### src/rtl/alarm_beep_pattern_generator_top_assert.svh
// assertion macros for the alarm beep pattern generator
`ifndef ALARM_BEEP_PATTERN_GENERATOR_TOP_ASSERT_SVH
`define ALARM_BEEP_PATTERN_GENERATOR_TOP_ASSERT_SVH

`ifndef SYNTH

// same-cycle implication, checked out of reset
`define ABPG_ASSERT_NOW(label, clk, rst_n, pre, post, msg) \
    label: assert property (@(posedge clk) disable iff (!rst_n) (pre) |-> (post)) \
        else $error(msg);

// next-cycle implication, checked out of reset
`define ABPG_ASSERT_NEXT(label, clk, rst_n, pre, post, msg) \
    label: assert property (@(posedge clk) disable iff (!rst_n) (pre) |=> (post)) \
        else $error(msg);

`else

`define ABPG_ASSERT_NOW(label, clk, rst_n, pre, post, msg)
`define ABPG_ASSERT_NEXT(label, clk, rst_n, pre, post, msg)

`endif

`endif

### src/rtl/abpg_pkg.sv
// shared types and constants of the alarm beep pattern generator
`default_nettype none

package abpg_pkg;

    localparam int CFG_IDX_W  = 3;
    localparam int CFG_DATA_W = 16;
    localparam int TICKS_W    = 16;
    localparam int BEEPS_W    = 4;
    localparam int FLIPS_W    = 5;
    localparam int LEVEL_W    = 2;

    // configuration register indexes
    localparam logic [CFG_IDX_W-1:0] CFG_HALF_PERIOD  = 3'd0;
    localparam logic [CFG_IDX_W-1:0] CFG_PAUSE        = 3'd1;
    localparam logic [CFG_IDX_W-1:0] CFG_BEEPS_LOW    = 3'd2;
    localparam logic [CFG_IDX_W-1:0] CFG_BEEPS_MEDIUM = 3'd3;
    localparam logic [CFG_IDX_W-1:0] CFG_BEEPS_HIGH   = 3'd4;

    // configuration reset values
    localparam logic [TICKS_W-1:0] HALF_PERIOD_RST  = 16'd200;
    localparam logic [TICKS_W-1:0] PAUSE_RST        = 16'd1000;
    localparam logic [BEEPS_W-1:0] BEEPS_LOW_RST    = 4'd1;
    localparam logic [BEEPS_W-1:0] BEEPS_MEDIUM_RST = 4'd3;
    localparam logic [BEEPS_W-1:0] BEEPS_HIGH_RST   = 4'd5;

    // item function codes
    localparam logic FUNC_TICK  = 1'b0;
    localparam logic FUNC_LEVEL = 1'b1;

    // alarm levels
    localparam logic [LEVEL_W-1:0] LEVEL_OFF    = 2'd0;
    localparam logic [LEVEL_W-1:0] LEVEL_LOW    = 2'd1;
    localparam logic [LEVEL_W-1:0] LEVEL_MEDIUM = 2'd2;
    localparam logic [LEVEL_W-1:0] LEVEL_HIGH   = 2'd3;

    typedef struct packed {
        logic               func;
        logic [LEVEL_W-1:0] new_level;
    } abpg_in_t;

    typedef struct packed {
        logic               buzzer_pin;
        logic [LEVEL_W-1:0] level_now;
        logic               in_pause;
    } abpg_out_t;

    typedef struct packed {
        logic [TICKS_W-1:0] half_period_ticks;
        logic [TICKS_W-1:0] pause_ticks;
        logic [BEEPS_W-1:0] beeps_low;
        logic [BEEPS_W-1:0] beeps_medium;
        logic [BEEPS_W-1:0] beeps_high;
    } abpg_cfg_t;

endpackage

`default_nettype wire

### src/rtl/abpg_cfg_regs.sv
// configuration register file of the alarm beep pattern generator
`default_nettype none

module abpg_cfg_regs
    import abpg_pkg::*;
(
    input  wire logic                  clk,
    input  wire logic                  rst_n,
    input  wire logic                  wr_en,
    input  wire logic [CFG_IDX_W-1:0]  wr_index,
    input  wire logic [CFG_DATA_W-1:0] wr_data,
    output abpg_cfg_t                  cfg
);

    abpg_cfg_t cfg_reg;
    abpg_cfg_t cfg_next;

    always_comb
    begin
        cfg_next = cfg_reg;
        if (wr_en)
        begin
            case (wr_index)
                CFG_HALF_PERIOD:  cfg_next.half_period_ticks = wr_data[TICKS_W-1:0];
                CFG_PAUSE:        cfg_next.pause_ticks       = wr_data[TICKS_W-1:0];
                CFG_BEEPS_LOW:    cfg_next.beeps_low         = wr_data[BEEPS_W-1:0];
                CFG_BEEPS_MEDIUM: cfg_next.beeps_medium      = wr_data[BEEPS_W-1:0];
                CFG_BEEPS_HIGH:   cfg_next.beeps_high        = wr_data[BEEPS_W-1:0];
                default:          cfg_next = cfg_reg;
            endcase
        end
    end

    always_ff @(posedge clk or negedge rst_n)
    begin
        if (!rst_n)
        begin
            cfg_reg.half_period_ticks <= HALF_PERIOD_RST;
            cfg_reg.pause_ticks       <= PAUSE_RST;
            cfg_reg.beeps_low         <= BEEPS_LOW_RST;
            cfg_reg.beeps_medium      <= BEEPS_MEDIUM_RST;
            cfg_reg.beeps_high        <= BEEPS_HIGH_RST;
        end
        else
        begin
            cfg_reg <= cfg_next;
        end
    end

    assign cfg = cfg_reg;

endmodule

`default_nettype wire

### src/rtl/abpg_core.sv
// beep pattern state and its per-item update
`default_nettype none

module abpg_core
    import abpg_pkg::*;
(
    input  wire logic      clk,
    input  wire logic      rst_n,
    input  wire abpg_cfg_t cfg,
    input  wire logic      step,
    input  wire abpg_in_t  item,
    output abpg_out_t      result
);

    logic [LEVEL_W-1:0] level_reg,       level_next;
    logic               pause_reg,       pause_next;
    logic               tone_reg,        tone_next;
    logic               pin_reg,         pin_next;
    logic [TICKS_W-1:0] half_count_reg,  half_count_next;
    logic [FLIPS_W-1:0] flip_count_reg,  flip_count_next;
    logic [FLIPS_W-1:0] flip_limit_reg,  flip_limit_next;
    logic [TICKS_W-1:0] pause_count_reg, pause_count_next;

    logic [TICKS_W-1:0] half_count_inc;
    logic [TICKS_W-1:0] pause_count_inc;
    logic [FLIPS_W-1:0] flip_count_inc;
    logic [LEVEL_W-1:0] train_level;
    logic [BEEPS_W-1:0] train_beeps;

    assign half_count_inc  = half_count_reg + {{(TICKS_W-1){1'b0}}, 1'b1};
    assign pause_count_inc = pause_count_reg + {{(TICKS_W-1){1'b0}}, 1'b1};
    assign flip_count_inc  = flip_count_reg + {{(FLIPS_W-1){1'b0}}, 1'b1};

    // a level command restarts with its own level, a pause end with the stored one
    assign train_level = (item.func == FUNC_LEVEL) ? item.new_level : level_reg;

    always_comb
    begin
        case (train_level)
            LEVEL_LOW:    train_beeps = cfg.beeps_low;
            LEVEL_MEDIUM: train_beeps = cfg.beeps_medium;
            LEVEL_HIGH:   train_beeps = cfg.beeps_high;
            default:      train_beeps = '0;
        endcase
    end

    always_comb
    begin
        level_next       = level_reg;
        pause_next       = pause_reg;
        tone_next        = tone_reg;
        pin_next         = pin_reg;
        half_count_next  = half_count_reg;
        flip_count_next  = flip_count_reg;
        flip_limit_next  = flip_limit_reg;
        pause_count_next = pause_count_reg;

        if (item.func == FUNC_LEVEL)
        begin
            level_next      = item.new_level;
            if (item.new_level == LEVEL_OFF)
            begin
                pin_next = 1'b0;
            end
            // new train, pin keeps its level until the next flip
            flip_limit_next = {train_beeps, 1'b0};
            tone_next       = 1'b0;
            flip_count_next = '0;
            pause_next      = 1'b0;
            half_count_next = '0;
        end
        else if (level_reg != LEVEL_OFF)
        begin
            if (!pause_reg)
            begin
                half_count_next = half_count_inc;
                if (half_count_inc >= cfg.half_period_ticks)
                begin
                    half_count_next = '0;
                    flip_count_next = flip_count_inc;
                    tone_next       = ~tone_reg;
                    pin_next        = ~tone_reg;
                    if (flip_count_inc >= flip_limit_reg)
                    begin
                        flip_count_next  = '0;
                        pause_next       = 1'b1;
                        pause_count_next = '0;
                    end
                end
            end
            else
            begin
                pause_count_next = pause_count_inc;
                if (pause_count_inc >= cfg.pause_ticks)
                begin
                    pause_count_next = '0;
                    flip_limit_next  = {train_beeps, 1'b0};
                    tone_next        = 1'b0;
                    flip_count_next  = '0;
                    pause_next       = 1'b0;
                    half_count_next  = '0;
                end
            end
        end
    end

    always_ff @(posedge clk or negedge rst_n)
    begin
        if (!rst_n)
        begin
            level_reg       <= LEVEL_OFF;
            pause_reg       <= 1'b0;
            tone_reg        <= 1'b0;
            pin_reg         <= 1'b0;
            half_count_reg  <= '0;
            flip_count_reg  <= '0;
            flip_limit_reg  <= '0;
            pause_count_reg <= '0;
        end
        else if (step)
        begin
            level_reg       <= level_next;
            pause_reg       <= pause_next;
            tone_reg        <= tone_next;
            pin_reg         <= pin_next;
            half_count_reg  <= half_count_next;
            flip_count_reg  <= flip_count_next;
            flip_limit_reg  <= flip_limit_next;
            pause_count_reg <= pause_count_next;
        end
    end

    assign result.buzzer_pin = pin_next;
    assign result.level_now  = level_next;
    assign result.in_pause   = pause_next;

endmodule

`default_nettype wire

### src/rtl/alarm_beep_pattern_generator_top.sv
// top level of the alarm beep pattern generator
`default_nettype none

// Alarm beep pattern generator. Each req transaction is either a time tick
// or a level command; each one yields exactly one rsp transaction carrying
// the buzzer pin level, the current alarm level and the pause flag after
// that item. A nonzero level starts a train of 2N tone flips spaced by
// half_period_ticks ticks, followed by pause_ticks ticks of silence, then
// the train repeats; N comes from beeps_low/medium/high for the level.
// Level zero silences the buzzer and drives the pin low. Throughput is one
// item per clock while rsp is not stalled: an input register feeds a single
// pass of counter and compare logic whose outcome lands in the rsp register
// once that register is free, raising rsp valid. The rate is bounded by the
// combinational state update loop in abpg_core. The configuration port is
// always ready; registers should only be written while no items are in
// flight. No clearing pass is needed after reset.
module alarm_beep_pattern_generator_top
    import abpg_pkg::*;
(
    input  wire logic                  clk,
    input  wire logic                  rst_n,
    // input item channel
    input  wire logic                  req_valid,
    output logic                       req_ready,
    input  wire abpg_in_t              req,
    // result channel
    output logic                       rsp_valid,
    input  wire logic                  rsp_ready,
    output abpg_out_t                  rsp,
    // configuration write channel
    input  wire logic                  cfg_valid,
    output logic                       cfg_ready,
    input  wire logic [CFG_IDX_W-1:0]  cfg_index,
    input  wire logic [CFG_DATA_W-1:0] cfg_data
);

    abpg_cfg_t cfg;
    abpg_out_t core_result;

    // input register
    logic      req_valid_reg;
    abpg_in_t  req_reg;
    // result register
    logic      rsp_valid_reg;
    abpg_out_t rsp_reg;

    // item moves from the input register into the result register
    logic advance;

    // a held result that reports the alarm off
    logic rsp_off;

    // register writes are always taken, the port never stalls
    assign cfg_ready = 1'b1;

    abpg_cfg_regs u_cfg_regs (
        .clk      (clk),
        .rst_n    (rst_n),
        .wr_en    (cfg_valid && cfg_ready),
        .wr_index (cfg_index),
        .wr_data  (cfg_data),
        .cfg      (cfg)
    );

    // the state commits only when the result register can take the outcome
    assign advance   = req_valid_reg && (!rsp_valid_reg || rsp_ready);
    // input register frees up when empty or when its item moves on
    assign req_ready = !req_valid_reg || advance;

    abpg_core u_core (
        .clk    (clk),
        .rst_n  (rst_n),
        .cfg    (cfg),
        .step   (advance),
        .item   (req_reg),
        .result (core_result)
    );

    // valid bits
    always_ff @(posedge clk or negedge rst_n)
    begin
        if (!rst_n)
        begin
            req_valid_reg <= 1'b0;
            rsp_valid_reg <= 1'b0;
        end
        else
        begin
            if (req_ready)
            begin
                req_valid_reg <= req_valid;
            end
            if (advance)
            begin
                rsp_valid_reg <= 1'b1;
            end
            else if (rsp_ready)
            begin
                rsp_valid_reg <= 1'b0;
            end
        end
    end

    // payload registers, no reset needed
    always_ff @(posedge clk)
    begin
        if (req_ready && req_valid)
        begin
            req_reg <= req;
        end
        if (advance)
        begin
            rsp_reg <= core_result;
        end
    end

    assign rsp_valid = rsp_valid_reg;
    assign rsp       = rsp_reg;

    assign rsp_off = rsp_valid_reg && (rsp_reg.level_now == LEVEL_OFF);

`include "alarm_beep_pattern_generator_top_assert.svh"

    // an item leaving the input register always shows up as a result
    `ABPG_ASSERT_NEXT(a_advance_fills_rsp, clk, rst_n, advance, rsp_valid_reg, "advance lost")
    // back pressure only when the input register holds an item
    `ABPG_ASSERT_NOW(a_stall_has_item, clk, rst_n, !req_ready, req_valid_reg, "stall when empty")
    // with the alarm off the pin is low
    `ABPG_ASSERT_NOW(a_off_pin_low, clk, rst_n, rsp_off, !rsp_reg.buzzer_pin, "pin high while off")
    // with the alarm off the pattern sits in the train phase
    `ABPG_ASSERT_NOW(a_off_no_pause, clk, rst_n, rsp_off, !rsp_reg.in_pause, "pause while off")

endmodule

`default_nettype wire

### config.mk
export PLATFORM = sky130hd
export DESIGN_NAME = alarm_beep_pattern_generator_top
export DESIGN_NICKNAME = d
export VERILOG_FILES = /design/src/rtl/abpg_pkg.sv /design/src/rtl/abpg_cfg_regs.sv /design/src/rtl/abpg_core.sv /design/src/rtl/alarm_beep_pattern_generator_top.sv
export VERILOG_INCLUDE_DIRS = /design/src /design/src/rtl
export SDC_FILE = /design/constraint.sdc
export NUM_CORES = 1
export LEC_CHECK = 0
export ABC_AREA = 1
export BUFFER_PORTS_ARGS = -buffer_cell sky130_fd_sc_hd__clkbuf_2
export CORE_ASPECT_RATIO = 1.25
export CORE_MARGIN = 1
export CORE_UTILIZATION = 40
export DETAILED_ROUTE_END_ITERATION = 12
export GPL_ROUTABILITY_DRIVEN = 1
export PLACE_DENSITY = 0.69
export SKIP_LAST_GASP = 1
export SLEW_MARGIN = 20
export SYNTH_ARGS = -nofsm -noshare
export SYNTH_HDL_FRONTEND = slang
export SYNTH_SLANG_ARGS = --single-unit
export TNS_END_PERCENT = 10
### constraint.sdc
create_clock -name clk -period 2.6 [get_ports clk]
set_input_delay 0.26 -clock clk [delete_from_list [all_inputs] [get_ports clk]]
set_output_delay 0.26 -clock clk [all_outputs]
set_load 0.1 [all_outputs]
Word-level counts from Yosys, hierarchy flattened
Index checks and enable logic that the tools add are counted.
{"block": "totals", "in_bits": 27, "regBits": 100, "word_cells": 100}
{"block": "classes", "n_eq_ne": 8, "mux": 39, "n_reduce_logical": 25, "addsub": 3, "magnitude_cmp": 3, "bitwise_logic": 2}
{"operator": "$mux 16", "count": 9}
{"operator": "$mux 5", "count": 10}
{"operator": "$add 16x1->16 const B", "count": 2}
{"operator": "$ge 16x16->1", "count": 2}
{"operator": "$mux 1", "count": 18}
{"operator": "$reduce_bool 2->1", "count": 7}
{"operator": "$pmux 4 s3", "count": 1}
{"operator": "$reduce_and 2->1", "count": 5}
{"operator": "$reduce_and 4->1", "count": 2}
{"operator": "$eq 3x2->1 const B", "count": 2}
{"operator": "$add 5x1->5 const B", "count": 1}
{"operator": "$ge 5x5->1", "count": 1}
{"operator": "$reduce_and 5->1", "count": 1}
{"operator": "$eq 2x2->1 const B", "count": 2}
{"operator": "$eq 3x1->1 const B", "count": 1}
{"operator": "$eq 3x3->1 const B", "count": 1}
{"operator": "$logic_not 3->1", "count": 1}
{"operator": "$ne 3x3->1 const B", "count": 1}
{"operator": "$reduce_and 3->1", "count": 1}
{"operator": "$reduce_bool 3->1", "count": 1}
{"operator": "$eq 2x1->1 const B", "count": 1}
{"operator": "$logic_and 1x1->1", "count": 2}
{"operator": "$logic_not 1->1", "count": 2}
{"operator": "$logic_not 2->1", "count": 1}
{"operator": "other kinds (3)", "count": 5}

Depth between registers and ports, before layout
Gate-level depths: netlist of the first run.
{"block": "logic_depth", "word_depth": 7, "depth_mapped": 21}

By module
From an unflattened synthesis of the first run, not the netlist that was laid out.
{"block": "hier_totals", "cells_unflattened": 756, "area_unflattened_um2": 5870.6}
{"module": "abpg_core", "area_each_um2": 3759.9, "cells_each": 534, "instances": 1, "seq_area_each_um2": 1151.1}
{"module": "abpg_cfg_regs", "area_each_um2": 1794.2, "cells_each": 201, "instances": 1, "seq_area_each_um2": 1118.6}
{"module": "alarm_beep_pattern_generator_top", "area_each_um2": 316.6, "cells_each": 21, "instances": 1, "seq_area_each_um2": 260.2}

Worst setup path before layout of the first run
Ideal clock, no wire load.
{"block": "synth_path", "path_kind": "reg2reg", "startpoint": "reg u_core.pause_count_reg[0]", "endpoint": "reg u_core.half_count_reg[13]", "path_stages_with_launch": 18, "t_arrival_ps": 2560, "path_slack_ps": -77, "t_required_ps": 2483, "n_path_buf": 1, "setup_time_ps": 117, "path_cell_list": "dfrtp_1 ha_1 nand3_1 inv_1 nand4_1 nor2_1 nand4_1 xnor2_2 ha_1 nand2_1 o21ai_0 a21oi_1 nand4_1 nand2_2 nand2_2 buf_4 nand3_1 nand2_1"}
{"block": "synth_between", "elab_chain_cells": 4}
{"element": "from (decl)", "line": "abpg_core.sv:22", "source": "logic [TICKS_W-1:0] pause_count_reg, pause_count_next;"}
{"element": "from (signal assigned)", "line": "abpg_core.sv:129", "source": "pause_count_reg <= pause_count_next;"}
{"element": "$add 16x1->16", "line": "abpg_core.sv:31", "source": "assign pause_count_inc = pause_count_reg + {{(TICKS_W-1){1'b0}}, 1'b1};"}
{"element": "$ge 16x16->1", "line": "abpg_core.sv:94", "source": "if (pause_count_inc >= cfg.pause_ticks)"}
{"element": "$ne 3x3->1 (no line)"}
{"element": "$reduce_and 3->1 (no line)"}
{"element": "to (signal assigned)", "line": "abpg_core.sv:126", "source": "half_count_reg <= half_count_next;"}
{"element": "to (decl)", "line": "abpg_core.sv:19", "source": "logic [TICKS_W-1:0] half_count_reg, half_count_next;"}
No other way between the ends.
A chain may end at the register's enable or synchronous reset.

Final worst setup path of the first run
{"block": "layout_path", "startpoint": "reg u_core.half_count_reg[0]", "endpoint": "reg u_core.pause_count_reg[1]"}
{"block": "layout_between", "elab_chain_cells": 4}
{"element": "$add 16x1->16", "line": "abpg_core.sv:30", "source": "assign half_count_inc = half_count_reg + {{(TICKS_W-1){1'b0}}, 1'b1};"}
{"element": "$ge 16x16->1", "line": "abpg_core.sv:77", "source": "if (half_count_inc >= cfg.half_period_ticks)"}
{"element": "$reduce_bool 2->1 (no line)"}
{"element": "$reduce_and 5->1 (no line)"}
No other way between the ends.

==> results.md, run 1 <==
- Die Area: 14700 um^2
- Die H: 135 um
- First-pass GRT wire length: 22000 um
- Max H-tree Level: 3
- Clock Sinks: 99
- Fraction of final layout cells sized beyond drive strength 1: 0.229
- Crit end category: flop
- WS Path Type: reg -> reg
- Fin worst setup slack: -260 ps
- Post-synthesis simple-gate area fraction: 0.244
- Cell Area, Synth: 5700 um^2
- Final setup fails: 46
- Hold Path Origin: req[1]
- Reg power frac: 0.406
- EDFF count, synth: 7
- Core area: 13900 um^2
- CTS max path bufs: 2
- Internal power: 3.24 mW
- XOR/XNOR Fraction of Synth Area: 0.0457
- N_diodes: 0
- Inserted Clock Buffers: 9
- TNS Setup: -8470 ps
- Die width: 109 um
- Pre-CTS setup slack: -390 ps
- Largest cells by area after synthesis: dfrtp_1 (34%), nand2_1 (11%), ha_1 (8.6%)
- Filler-free cell count of the finished design: 983
- Peak VDD IR: 0.310 mV
- Yosys cell types: 41
- Status: complete, but fails checks
- Syn. warnings: 0
- Worst-Skew Late Latency: 350 ps
- Detail-routed via count per cell: 4.86
- Synthesized instance count: 702
- Worst-path fanout max: 5
- P per Cell Area: 717 nW/um^2
- Unrepaired setup endpoints after global routing: yes
- Std-Cell Rows: 48
- 1st-iter DRT viols: 238
- Hold path depth: 1
- Most area-hungry cell type in the Yosys netlist: dfrtp_1
- Largest net degree at the start of global routing: 79
- Routed wire length: 13000 um
- CTS tree: done
- Number of global-route vias before repair: 4673
- Syn_area_per_cell: 8.12 um^2
- R2R Setup Slk: -260 ps
- Root Driver: clkbuf_16
- Post-DRT Antenna Nets: 0
- DRC: 0
- Combinational share of power: 0.332
- Worst Setup Start Kind: flop
- P&R area growth vs syn: 23.1%
- Fin area: 7010 um^2
- Sequential area share after synthesis: 0.444
- Max cap viols: 0
- Max Slew Vio Count: 0
- Crit path DAT: 3110 ps
- Share of the synthesized area in the top cell type: 0.343
- Clock share of power: 0.262
- Top_reg_cell synth: dfrtp_1
- Largest register FFs: 44
- Multi-input gate area: 2800 um^2
- Dpl cell area: 6530 um^2
- Port Buffers: 32
- Hold Crit Class: in -> reg
- Setup Skew: 9.76 ps
- Final min period: 2860 ps
- DR vias: 4782
- Drt pass-1 iters: 5
- R2R Path End: u_core.pause_count_reg[1]$_DFFE_PN0P_
- Mapped Nets: 768
- FF-to-FF Start: u_core.half_count_reg[0]$_DFFE_PN0P_
- Clk slew on worst S/H paths: 70 ps
- Register area: 2530 um^2
- #FFs+latches synth: 99
- Nets: 869
- Dpl cells: 959
- Leakage: 3.68 nW
- Sw Pwr: 1.79 mW
- Async set-or-reset flop fraction in the synthesized netlist: 0.929
- Fillers: 1313
- Io pins: 34
- Failing checks: setup timing
- Post-synthesis adder-cell area fraction: 0.0856
- Achievable frequency: 0.350 GHz
- Mux share of post-synthesis cell area: 0
- GRT Total Usage: 0.194
- Largest family of logic cells by synthesized area: simple AND/OR/NAND/NOR gates
- Hold Path End: req_reg[1]$_DFFE_PP_
- Tcrit/Tclk final: 1.10
- Final hold viol count: 0
- Compound-gate portion of the synthesized area: 0.0887
- RD Place Congestion: 0.829
- WL/cell: 13.2 um
- Worst-Margin Slew: 973 ps
- Grt ovf: 0
- R2R depth: 19
- Post-DP HPWL: 9540 um
- Net Sw Frac: 0.356
- Initial antenna violation count: 0
- Rel. slew slack: 0.350
- Starting Density: 0.411
- Required @ worst endpoint: 2850 ps
layer usage:
metal | up-vias | wire, um | global-route usage
met5 | - | 0 | 0
met4 | 0 | 259 | 0.0728
met3 | 19 | 437 | 0.0241
met2 | 72 | 6470 | 0.325
met1 | 2231 | 5830 | 0.255
li1 | 2460 | - | -
synth_stat cells, types with 3 or more instances:
library cell and instances:
nand2_1 172, inv_1 110, dfrtp_1 78, o21ai_0 61, nand3_1 57, ha_1 39
nor2_1 29, xor2_1 22, dfstp_2 14, a21oi_1 13, nand4_1 12, nor3_1 12
o21ai_1 11, clkbuf_1 7, edfxtp_1 7, nor2_2 7, a221oi_1 4, buf_2 4
inv_2 4, nand2_2 4, xnor2_1 4, buf_4 3, nand3_2 3, nand3b_1 3
nor3_2 3
kinds of logic (layout without fill, tap and decap cells):
logic type / count (synthesis) / in the layout
other cells: 1 / 1
flops: 99 / 99
buf+inv: 131 / 236
xor+xnor: 28 / 28
fa+ha+maj: 39 / 39
compound gates: 95 / 95
simple gates: 309 / 310
worst max-delay path by stage:
stage / from / to / slack [ps] / depth (start not counted)
after floorplan: u_core.half_count_reg[0]$_DFFE_PN0P_ / u_core.pause_count_reg[14]$_DFFE_PN0P_ / -60 / 20
after global placement: u_core.half_count_reg[1]$_DFFE_PN0P_ / u_core.flip_count_reg[0]$_DFFE_PN0P_ / -290 / 18
after detailed placement: u_core.half_count_reg[1]$_DFFE_PN0P_ / u_core.pause_count_reg[2]$_DFFE_PN0P_ / -390 / 19
after CTS: u_core.half_count_reg[1]$_DFFE_PN0P_ / u_core.pause_count_reg[14]$_DFFE_PN0P_ / -270 / 19
after global routing: u_core.half_count_reg[1]$_DFFE_PN0P_ / u_core.pause_count_reg[1]$_DFFE_PN0P_ / -540 / 19
final: u_core.half_count_reg[0]$_DFFE_PN0P_ / u_core.pause_count_reg[1]$_DFFE_PN0P_ / -260 / 19
placed cells by master, fill, tap and decap left out, types with 2 or more instances in the layout:
cell / instances
nand4_1: 12
nor3_4: 2
buf_4: 71
or2_2: 2
nand3_2: 5
nand3_4: 2
clkinv_4: 2
nand3b_1: 3
nor3_2: 3
buf_12: 2
a21oi_2: 3
nor3_1: 10
clkbuf_16: 10
edfxtp_1: 7
inv_1: 109
xnor2_1: 3
a21oi_1: 12
nand2_1: 167
nor2_1: 26
a221oi_1: 4
nor2_2: 10
nand2_2: 7
xor2_1: 21
dfstp_2: 14
clkbuf_1: 2
clkbuf_2: 31
o21ai_1: 15
ha_4: 2
nand3_1: 54
ha_1: 35
ha_2: 2
o21ai_0: 57
dfrtp_1: 78
inv_2: 5
xnor2_2: 3
nand2_4: 4
power groups by stage:
stage          combinational, mW  sequential, mW  clock, mW
6_report                    1.67            2.04       1.32
5_1_grt                     1.89            2.08       1.40
4_1_cts                     1.64            2.03       1.35
3_5_place_dp                1.58            2.05          0
3_3_place_gp                1.55            2.05          0
2_1_floorplan              0.973            2.12          0
critical path, stage by stage, from the launching register on:
cell,delay [ps]
dfrtp_1,370
ha_2,190
nand3_2,80
nor2_2,120
nand4_1,140
nor2_2,160
nand4_1,110
xor2_1,160
inv_1,70
ha_1,290
nand2_2,80
nor3_2,190
nand2_1,110
nand2_4,100
inv_2,40
nand2_2,80
nand3_4,140
buf_4,200
nand2_1,60
nand2_1,50
area by class of cell:
| class | count | share of cell area |
|---|---|---|
| multi-input combinational | 473 | 0.399 |
| sequential | 99 | 0.361 |
| timing repair buffer | 105 | 0.105 |
| inverter | 115 | 0.0626 |
| clock buffer | 12 | 0.0368 |
| tap | 175 | 0.0312 |
| clock inverter | 4 | 0.00446 |
what timing repair did:
item | 4_1_cts | 5_1_grt
buffers inserted | 5 | 1
gates cloned | 1 | 0
endpoints found under the setup margin | 46 | 46
gates resized for setup | 16 | 11
hold endpoints to repair | 14 | 0
hold buffers | 1 | 0
pin swaps | 10 | 3
stage by stage:
| step | utilization | total power [mW] | hold slack (ps) |
|---|---|---|---|
| 2_1_floorplan | - | 3.10 | -35.6 |
| 3_3_place_gp | 0.471 | 3.60 | 134 |
| 3_5_place_dp | 0.471 | 3.64 | 133 |
| 4_1_cts | 0.501 | 5.02 | 71.5 |
| 5_1_grt | 0.505 | 5.37 | 71.9 |
| 6_report | 0.505 | 5.02 | 83.9 |
Note: power is estimated with default switching activity, not from simulation.
==> run 2, diff against run 1 <==
Settings changed: PLACE_DENSITY 0.69 to 0.67.
Clock period 2.6 ns to 3.5 ns, I/O delays scaled along.
==> run 2 against run 1 <==
The flow now finishes without violations; critical path depth did not move; clock skew decreased by 4.9 ps; routed wire length is 11% lower; flip-flop and latch count stayed put; sequential power shrank 25%; largest power group unchanged.
==> results.md, run 2 (synthesis gave the netlist of run 1 again) <==
- Die width: 109 um
- Hold Crit Class: in -> async
- Max H-tree Level: 3
- Number of global-route vias before repair: 4468
- TNS Setup: 0 ps
- Achievable frequency: 0.319 GHz
- Worst hold margin: 20.3 ps
- Fin area: 6350 um^2
- R2R Setup Slk: 360 ps
- WS Path Type: reg -> reg
- Largest register FFs: 44
- Crit end category: flop
- CTS tree: done
- Status: completed
- Final min period: 3140 ps
- Dpl cell area: 6030 um^2
- Max Slew Vio Count: 0
- Pre-CTS setup slack: 223 ps
- R2R Path End: u_core.pause_count_reg[14]$_DFFE_PN0P_
- RD Place Congestion: 0.791
- Drt pass-1 iters: 4
- Tcrit/Tclk final: 0.897
- Most frequent cells in the layout: nand2_1 (172), inv_1 (110), dfrtp_1 (77), o21ai_0 (61), nand3_1 (57)
- Crit path capture: u_core.pause_count_reg[14]$_DFFE_PN0P_
- Core area: 13900 um^2
- P per Cell Area: 564 nW/um^2
- Worst Setup SP: u_core.half_count_reg[0]$_DFFE_PN0P_
- Nets: 800
- Most common cell after layout, fill and taps aside: nand2_1
- WL/cell: 12.7 um
- Hold buffer count at CTS: 0
- Worst-path fanout max: 19
- First-pass GRT wire length: 20400 um
- FF-to-FF Start: u_core.half_count_reg[0]$_DFFE_PN0P_
- Fillers: 1357
- Die H: 135 um
- Worst-Margin Slew: 926 ps
- N_diodes: 0
- Final hold viol count: 0
- Detail-routed via count per cell: 4.92
- Leakage: 3.30 nW
- Routed wire length: 11600 um
- CTS resizes: 0
- Setup bufs post-CTS: 0
- Setup Skew: 4.88 ps
- Post-DRT Antenna Nets: 0
- Worst Setup Start Kind: flop
- CTS max path bufs: 2
- R2R depth: 19
- Max cap viols: 0
- Worst-Skew Late Latency: 350 ps
- Final setup fails: 0
- Peak VDD IR: 0.244 mV
- Crit path DAT: 3430 ps
- Unrepaired setup endpoints after global routing: no
- Std-Cell Rows: 48
- Post-DP HPWL: 8550 um
- P&R area growth vs syn: 11.4%
- Fin worst setup slack: 362 ps
- Grt ovf: 0
- Rel. slew slack: 0.381
- Fraction of final layout cells sized beyond drive strength 1: 0.133
- Die Area: 14700 um^2
- 1st-iter DRT viols: 166
- Clock Sinks: 99
- Largest net degree at the start of global routing: 54
- GRT Total Usage: 0.178
- Required @ worst endpoint: 3790 ps
- Inserted Clock Buffers: 9
- Clk slew on worst S/H paths: 70 ps
- DR vias: 4493
- Root Driver: clkbuf_16
- Io pins: 34
- DRC: 0
- Starting Density: 0.411
- Port Buffers: 32
- Initial antenna violation count: 0
-- run 2: cell count changes in the layout (fill, tap and decap cells not counted), moves of 3 or more --
cell	previous run	this run
clkinv_2	1	4
nand2_1	167	172
nand2_4	4	1
o21ai_0	57	61
buf_4	71	6
nand3_1	54	57
nor2_1	26	29
nand2_2	7	4
o21ai_1	15	11
ha_1	35	39
nor2_2	10	7
-- run 2: cell type report --
class | count | area, um^2 | area share
inverters | 115 | 439 | 0.0692
clock buffers | 10 | 229 | 0.0361
well taps | 175 | 219 | 0.0345
multi-input cells | 472 | 2650 | 0.417
repair buffers | 37 | 200 | 0.0315
clock inverters | 6 | 80.1 | 0.0126
flip-flops and latches | 99 | 2530 | 0.399
-- run 2: worst max-delay path, cell delays in order, from the launching register on --
cell and delay (ps):
dfrtp_2 420, ha_1 210, nand3_2 90, nor2_1 150, nand4_1 160, nor2_2 170, nand4_1 120, xor2_1 140
inv_1 80, ha_1 270, nand2_1 80, nor3_1 250, nand2_1 130, nand2_4 120, inv_2 40, nand2_2 70
nand3_4 210, inv_8 190, nand3_1 100, nand2_1 70
-- run 2: stage by stage --
| step | power, mW | std cells | utilization |
|---|---|---|---|
| final | 3.58 | 914 | 0.458 |
| after global routing | 3.84 | 914 | 0.458 |
| after CTS | 3.61 | 914 | 0.457 |
| after detailed placement | 2.54 | 898 | 0.435 |
| after global placement | 2.52 | 898 | 0.435 |
| after floorplan | 2.29 | 702 | - |
-- run 2: power breakdown --
part,leakage (nW),internal [mW],total (mW),switching [mW]
clock network,0.156,0.622,1.06,0.435
registers,1.24,1.39,1.52,0.136
logic,1.90,0.339,0.999,0.661
-- run 2: routing by layer --
metal  vias up  GRT usage  part of all wire
li1       2320          -                 -
met1      2101      0.228              0.47
met2        58      0.296              0.48
met3        14     0.0265             0.022
met4         0     0.0758             0.022
met5         -          0                 0
-- run 2: how the worst min path moves through the flow --
stage,slack (ps),endpoint,cells past startpoint,from
after floorplan,50,req_valid_reg$_DFFE_PN0N_,0,rst_n
after global placement,430,u_cfg_regs.cfg[39]$_DFFE_PN0P_,1,rst_n
after detailed placement,430,u_cfg_regs.cfg[39]$_DFFE_PN0P_,1,rst_n
after CTS,50,u_cfg_regs.cfg[39]$_DFFE_PN0P_,1,rst_n
after global routing,90,u_cfg_regs.cfg[39]$_DFFE_PN0P_,1,rst_n
final,20,u_cfg_regs.cfg[39]$_DFFE_PN0P_,1,rst_n
==> run 3, diff against run 2 <==
Settings changed: CTS_BUF_LIST set to sky130_fd_sc_hd__clkbuf_4.
Clock period 3.5 ns to 3.6 ns, I/O delays scaled along.
==> run 3 against run 2 <==
The run now ends with hold timing left; core utilization down 0.84 points; via count decreased by 0.65%; first-iteration DRC count increased by 48%; clock skew increased by 12 ps; critical path type unchanged.
==> results.md, run 3 (synthesis gave the netlist of run 1 again) <==
- Starting Density: 0.411
- Initial antenna violation count: 1
- Largest net degree at the start of global routing: 69
- Worst hold margin: -7.23 ps
- Post-DP HPWL: 8540 um
- Max cap viols: 0
- Post-DRT Antenna Nets: 0
- Worst path slowest cell: dfrtp_1
- First-pass GRT wire length: 19800 um
- Clock Sinks: 99
- Max Slew Vio Count: 0
- Clk slew on worst S/H paths: 160 ps
- Failing checks: hold timing
- Root Driver: clkbuf_4
- Die H: 135 um
- Max Used Layer: met4
- Metal3 WL: 260 um
- CP Cell Sequence: ha_1 > nand3_1 > inv_1 > nand4_1 > nor2_1 > nand4_1 > xnor2_2 > ha_1 > nand2_1 > o21ai_0 > a21oi_1 > nand4_1 > nand2_2 > nand2_2 > nand3_1 > nand2_1
- Max H-tree Level: 3
- Status: complete, but fails checks
- Required @ worst endpoint: 3960 ps
- Achievable frequency: 0.309 GHz
- GRT Total Usage: 0.171
- Dpl cells: 898
- CTS max path bufs: 2
- Unrepaired setup endpoints after global routing: no
- Die Area: 14700 um^2
- RD Place Congestion: 0.787
- Worst-Skew Late Latency: 460 ps
- WL/cell: 12.5 um
- Final min period: 3240 ps
- Tcrit/Tclk final: 0.899
- Largest register FFs: 44
- CTS tree: done
- Fillers: 1397
- Worst-Margin Slew: 894 ps
- Grt ovf: 0
- Most used cell, CP: nand4_1
- 1st-iter DRT viols: 246
- Leakage: 3.24 nW
- Std-Cell Rows: 48
- Filler-free cell count of the finished design: 915
- DR vias: 4464
- P per Cell Area: 511 nW/um^2
- DRT met1 WL: 5500 um
- Drt pass-1 iters: 4
- Crit path DAT: 3590 ps
- Crit path largest cell delay: 470 ps
- Hold Crit Class: in -> async
- Final setup fails: 0
- Peak VDD IR: 0.176 mV
- Setup Skew: 17.4 ps
- Io pins: 34
- Core area: 13900 um^2
- Nets: 800
- Die width: 109 um
- Rel. slew slack: 0.404
- Final hold viol count: 6
- Port Buffers: 32
- TNS Setup: 0 ps
- WS Path Type: reg -> reg
- Worst-path fanout max: 16
- Crit end category: flop
- Inserted Clock Buffers: 9
- Most common cell after layout, fill and taps aside: nand2_1
- Met2 Routed Length: 5550 um
- Number of global-route vias before repair: 4263
- Fraction of final layout cells sized beyond drive strength 1: 0.135
- DRC: 0
- Detail-routed via count per cell: 4.88
- Routed wire length: 11500 um
- Final Power: 3.18 mW
- Worst Setup Start Kind: flop
- Most frequent cells in the layout: nand2_1 (171), inv_1 (110), dfrtp_1 (78), o21ai_0 (61), nand3_1 (56)
- P&R area growth vs syn: 9.38%
- Setup bufs post-CTS: 0
[run 3: final cells by class]
type	instances	area, um^2	area share
Antenna cell	1	2.50	0.000402
Clock buffer	10	75.1	0.0120
Clock inverter	6	114	0.0183
Inverter	115	434	0.0697
Multi-Input combinational cell	472	2660	0.426
Sequential cell	99	2530	0.406
Tap cell	175	219	0.0351
Timing Repair Buffer	37	200	0.0321
[run 3: metrics by stage]
| stage | setup WS [ps] | instance area, um^2 | util |
|---|---|---|---|
| 4_1_cts | 229 | 6220 | 0.449 |
| 3_5_place_dp | 275 | 6030 | 0.435 |
| 3_3_place_gp | 302 | 6030 | 0.435 |
| 5_1_grt | 31.8 | 6230 | 0.449 |
| 2_1_floorplan | 923 | 5700 | - |
| 6_report | 365 | 6230 | 0.449 |
[run 3: final timing paths]
path                                                            start                                    end  slack (ps)  cells past startpoint
worst max-delay path            u_core.pause_count_reg[0]$_DFFE_PN0P_  u_core.half_count_reg[10]$_DFFE_PN0P_         360                     16
worst min-delay path                                            rst_n         u_cfg_regs.cfg[25]$_DFFE_PN0P_          -7                      1
worst max register to register  u_core.pause_count_reg[0]$_DFFE_PN0P_  u_core.half_count_reg[10]$_DFFE_PN0P_         360                     16
worst min register to register         u_cfg_regs.cfg[20]$_DFFE_PN1P_         u_cfg_regs.cfg[20]$_DFFE_PN1P_         500                      2
max in group asynchronous                                       rst_n         u_cfg_regs.cfg[31]$_DFFE_PN1P_        2770                      2
min in group clk                                               req[1]                   req_reg[1]$_DFFE_PP_          60                      1
[run 3: repair_timing]
action | 4_1_cts | 5_1_grt
endpoints found under the setup margin | 0 | 6
gates resized for setup | 0 | 2
hold buffers | 0 | 0
[run 3: critical path: cells and delay by family (launching register included)]
kind | cells | cell delay (ps)
flip-flops | 1 | 470
AND/OR/NAND/NOR | 10 | 1500
adder cells (fa/ha/maj) | 2 | 490
buffers and inverters | 1 | 130
AO/OA/AOI/OAI | 2 | 370
XOR/XNOR | 1 | 170
[run 3: power by group]
group	internal, mW	total, mW	switching [mW]
Clock	0.360	0.741	0.381
Combinational	0.331	0.975	0.643
Sequential	1.34	1.47	0.126
Total	2.03	3.18	1.15
[run 3: per-layer routing]
| metal | track usage | up-vias |
|---|---|---|
| met4 | 0.0571 | 0 |
| met3 | 0.0269 | 12 |
| met1 | 0.224 | 2078 |
| met5 | 0 | - |
| li1 | - | 2322 |
| met2 | 0.287 | 52 |
